==> src/rtl/swmm_pkg.sv <==
// Shared types and constants for the sliding window minimum/maximum block.
// Depends on nothing; the controller, datapath, top level and checker import it.
package swmm_pkg;

	// Default sizing of the block.
	localparam int SWMM_WINDOW_MAX  = 64;
	localparam int SWMM_SAMPLE_BITS = 16;

	// Width of the window length register.
	localparam int SWMM_LEN_BITS = 7;

	// Controller states: one item walks IDLE -> DROP -> APPEND -> EMIT.
	typedef enum logic [1:0] {
		ST_IDLE,
		ST_DROP,
		ST_APPEND,
		ST_EMIT
	} swmm_state_t;

	// Commands from the controller to the datapath.
	typedef struct packed {
		logic accept;
		logic drop;
		logic append;
		logic load;
	} swmm_cmd_t;

	// Status from the datapath to the controller.
	typedef struct packed {
		logic full;
		logic out_busy;
	} swmm_stat_t;

endpackage

==> src/rtl/swmm_ctrl.sv <==
// Controller state machine: sequences one item through drop, append and emit.
// Depends on swmm_pkg.
module swmm_ctrl import swmm_pkg::*; (
	input  logic       clk,
	input  logic       arst_n,
	input  logic       in_valid,
	output logic       in_ready,
	input  swmm_stat_t stat,
	output swmm_cmd_t  cmd
);

	swmm_state_t state_q, state_d;

	// State register.
	always_ff @(posedge clk or negedge arst_n) begin
		if (!arst_n) begin
			state_q <= ST_IDLE;
		end else begin
			state_q <= state_d;
		end
	end

	// Next state and commands.
	always_comb begin
		state_d    = state_q;
		cmd        = '0;
		in_ready   = 1'b0;
		unique case (state_q)
			ST_IDLE: begin
				in_ready   = 1'b1;
				cmd.accept = in_valid;
				if (in_valid) begin
					state_d = ST_DROP;
				end
			end
			ST_DROP: begin
				cmd.drop = stat.full;
				state_d  = ST_APPEND;
			end
			ST_APPEND: begin
				cmd.append = 1'b1;
				state_d    = ST_EMIT;
			end
			ST_EMIT: begin
				if (!stat.full) begin
					state_d = ST_IDLE;
				end else if (!stat.out_busy) begin
					cmd.load = 1'b1;
					state_d  = ST_IDLE;
				end
			end
			default: begin
				state_d = ST_IDLE;
			end
		endcase
	end

endmodule

==> config.mk <==
export PLATFORM = sky130hd
export DESIGN_NAME = swmm_ctrl
export DESIGN_NICKNAME = d
export VERILOG_FILES = /design/src/rtl/swmm_pkg.sv /design/src/rtl/swmm_ctrl.sv
export SDC_FILE = /design/constraint.sdc
export NUM_CORES = 1
export LEC_CHECK = 0
export BUFFER_PORTS_ARGS = -buffer_cell sky130_fd_sc_hd__buf_2
export CAP_MARGIN = 20
export CELL_PAD_IN_SITES_DETAIL_PLACEMENT = 0
export CELL_PAD_IN_SITES_GLOBAL_PLACEMENT = 1
export CORE_AREA = 2 2 39 41
export DETAILED_ROUTE_END_ITERATION = 6
export DIE_AREA = 0 0 41 43
export PLACE_DENSITY_LB_ADDON = 0.1
export SLEW_MARGIN = 40
export SYNTH_ARGS = -nofsm -noshare
export SYNTH_HDL_FRONTEND = slang
export SYNTH_SLANG_ARGS = --single-unit
==> constraint.sdc <==
create_clock -name clk -period 1.8 [get_ports clk]
set_input_delay 0.18 -clock clk [delete_from_list [all_inputs] [get_ports clk]]
set_output_delay 0.18 -clock clk [all_outputs]
set_load 0.03 [all_outputs]
==> summary.md <==
| Metric | Value |
|---|---|
| Minimum clock period | `1.46 ns` |
| Worst ir drop on vdd | `556 uV` |
| Outcome | `finished, final reports clean` |
| Worst min-delay path class | `in2async` |
| Vias | `156` |
| Critical path startpoint category | `register` |
| Max Root-Sink Buffers | `2` |
| DP Worst Slack | `0.406 ns` |
| Layout cells sized above 1 | `roughly 57%` |
| CTS H-tree lvls | `1` |
| Post-Synthesis Cells | `17` |
| Tcrit/Tclk final | `between 80% and 90%` |
| Die area | `1760 um^2` |
| CP peak stage delay | `0.40 ns` |
| Worst-Skew Late Latency | `0.22 ns` |
| CTS buffer count | `3` |
| # clock sinks | `2` |
| P_int | `roughly 0.00028 W` |
| Clock Power Share | `between 10% and 20%` |
| Die height | `between 40 and 50 um` |
| Regs by FF count | `state_q (2)` |
| Sequential share of power | `19.6%` |
| Setup Crit Path Kind | `reg2out` |
| Routed len/inst | `8.52 um` |
| Total wire length | `between 300 and 400 um` |
| Comb power frac | `60.7%` |
| Worst EP required | `1.62 ns` |
| CORE AREA | `1380 um^2` |
| Crit path max-delay family | `flip-flops` |
| Post-synthesis cell type count | `11` |
| Final RePlAce weighted congestion | `0.662` |
| Largest register by flop count | `state_q` |
| Post-route setup slack | `0.344 ns` |
| Pins Over Slew Limit | `0` |
| Rel. slew slack | `89.6%` |
| Leak pwr | `between 0.15 and 0.2 nW` |
| Final Core Density | `between 15 and 20%` |
| IO Port Bufs | `9` |
| CP max stage cell | `dfrtp_1` |
| Avg Cell Area, Syn | `between 10 and 15 um^2` |
| Worst Skew | `approximately 0.0028 ns` |
| Final antenna-violating net count | `0` |
| Yosys top cell by area | `dfrtp_1` |
| Net Sw Frac | `between 40% and 50%` |
| Reg clk slew, reported paths | `0.03 ns` |
| Dominant cells by area after synthesis | `dfrtp_1 (28%), ha_1 (28%), mux2_4 (8.4%)` |
| Switching power | `0.000220 W` |
| Vias per cell | `roughly 3.4` |
| Yosys reg bits | `2` |
| Worst-Margin Slew | `0.156 ns` |
| Worst setup EP type | `output port` |
| Synth-to-Final Area Change | `54.5%` |
| Largest net degree at the start of global routing | `5` |
| RSZ-0062 raised after global routing | `false` |
| CTS tree | `built` |
| CP arrival | `1.28 ns` |
| Synth warn | `0` |
| Top-area cell type share of the netlist area | `28.0%` |
| Drt first pass iters | `2` |
| Fmax | `around 690 MHz` |
| FILL cells | `between 150 and 200` |
| Gr ovfl total | `0` |
| Fin. Hold Viols | `0` |
| Die Span X | `around 41 um` |
| Nets | `roughly 40` |
| Synth Net Count | `26` |
| Std cell rows | `14` |
| # Post-CTS Setup Buffers | `0` |
| Critical-path cell list | `inv_1 -> ha_1 -> and2_1 -> buf_2` |
| Seq/Total Area, Yosys | `between 20% and 30%` |
| Max Cap Violations | `0` |
| First-pass GRT wire length | `~550 um` |
| Ant. Diodes | `0` |
| Setup TNS Final | `0 ns` |
| Mapped Area | `roughly 180 um^2` |
| DR iter-0 viols | `1` |
| CP max FO | `4` |
| Vias in the first global route | `around 150` |
| Clock root cell | `clkbuf_4` |
| Finish-stage setup viols | `0` |
| Total GRT Usage | `5.42%` |
| Initial antenna violation count | `0` |
| # IOs | `10` |
| Initial core utilization | `between 10 and 15%` |
| CP Buf/Inv Count | `2` |
| Residual DRC | `0` |
| PD cells | `roughly 1800 nW/um^2` |
| Max reg flops | `2` |
[layout make-up]
class | count | area (um^2) | share of cell area (%)
multi-input combinational | 12 | 118 | 42.5
clock buffer | 3 | 22.5 | 8.14
inverter | 3 | 11.3 | 4.07
tap | 16 | 20.0 | 7.24
timing repair buffer | 10 | 55.1 | 19.9
sequential | 2 | 50.0 | 18.1
[cells by family after synthesis]
logic type	Yosys count	synth area share, %
buffers and inverters	3	6.29
DFF	2	28.0
AOI/OAI and AO/OA	2	11.2
and+or+nand+nor	5	18.2
muxes	1	8.39
adders and majority gates	4	28.0
[final timing paths]
check,startpoint,cells past startpoint,end,slack [ns]
setup / recovery,state_q[0],4,cmd[3],0.34
setup reg to reg,state_q[0],4,state_q[1],0.41
hold / removal,arst_n,2,state_q[0],0.27
min in group clk,stat[0],3,state_q[0],0.39
hold reg to reg,state_q[0],1,state_q[0],0.57
max in group asynchronous,arst_n,2,state_q[1],1.43
[repair_timing]
action / CTS / global route
gates resized for setup: 0 / 0
hold endpoints to repair: 2 / 0
hold buffers: 1 / 0
[Yosys cell counts]
cell / number
and3_4: 1
a21oi_2: 1
and2_1: 1
nor2_1: 1
dfrtp_1: 2
ha_1: 4
nand2_1: 1
mux2_4: 1
o32a_2: 1
inv_1: 3
and2_2: 1
[power groups by stage]
stage	logic [W]	clock network (W)	registers (W)
2_1_floorplan	0.000243	0	0.0000909
3_3_place_gp	0.000304	0	0.0000977
3_5_place_dp	0.000304	0	0.0000989
4_1_cts	0.000307	0.000106	0.0000987
5_1_grt	0.000332	0.000111	0.000101
6_report	0.000300	0.0000980	0.0000969
[cell usage in the layout (no fill, tap or decap), drive strengths merged]
| cell type | Yosys | layout |
|---|---|---|
| and2 | 2 | 2 |
| nor2 | 1 | 1 |
| and3 | 1 | 1 |
| ha | 4 | 4 |
| nand2 | 1 | 1 |
| dfrtp | 2 | 2 |
| inv | 3 | 3 |
| dlygate4sd3 | 0 | 1 |
| clkbuf | 0 | 3 |
| a21oi | 1 | 1 |
| o32a | 1 | 1 |
| buf | 0 | 9 |
| mux2 | 1 | 1 |
[stage by stage]
| stage | cell area, um^2 | hold slack (ns) | instances | power (W) |
|---|---|---|---|---|
| 3_5_place_dp | 244 | -0.0331 | 42 | 0.000403 |
| 4_1_cts | 277 | 0.256 | 46 | 0.000512 |
| 5_1_grt | 277 | 0.259 | 46 | 0.000544 |
| 6_report | 277 | 0.273 | 46 | 0.000495 |
| 3_3_place_gp | 244 | -0.0355 | 42 | 0.000402 |
| 2_1_floorplan | 179 | -0.116 | 17 | 0.000334 |
[layer usage]
layer	vias up	part of all wire, %	global-route usage (%)
li1	83	-	-
met1	68	42	4.18
met2	5	52	7.19
met3	0	6.1	3.14
met4	0	0	8.00
met5	-	0	0
No activity file was read; power rests on OpenSTA's default activity.
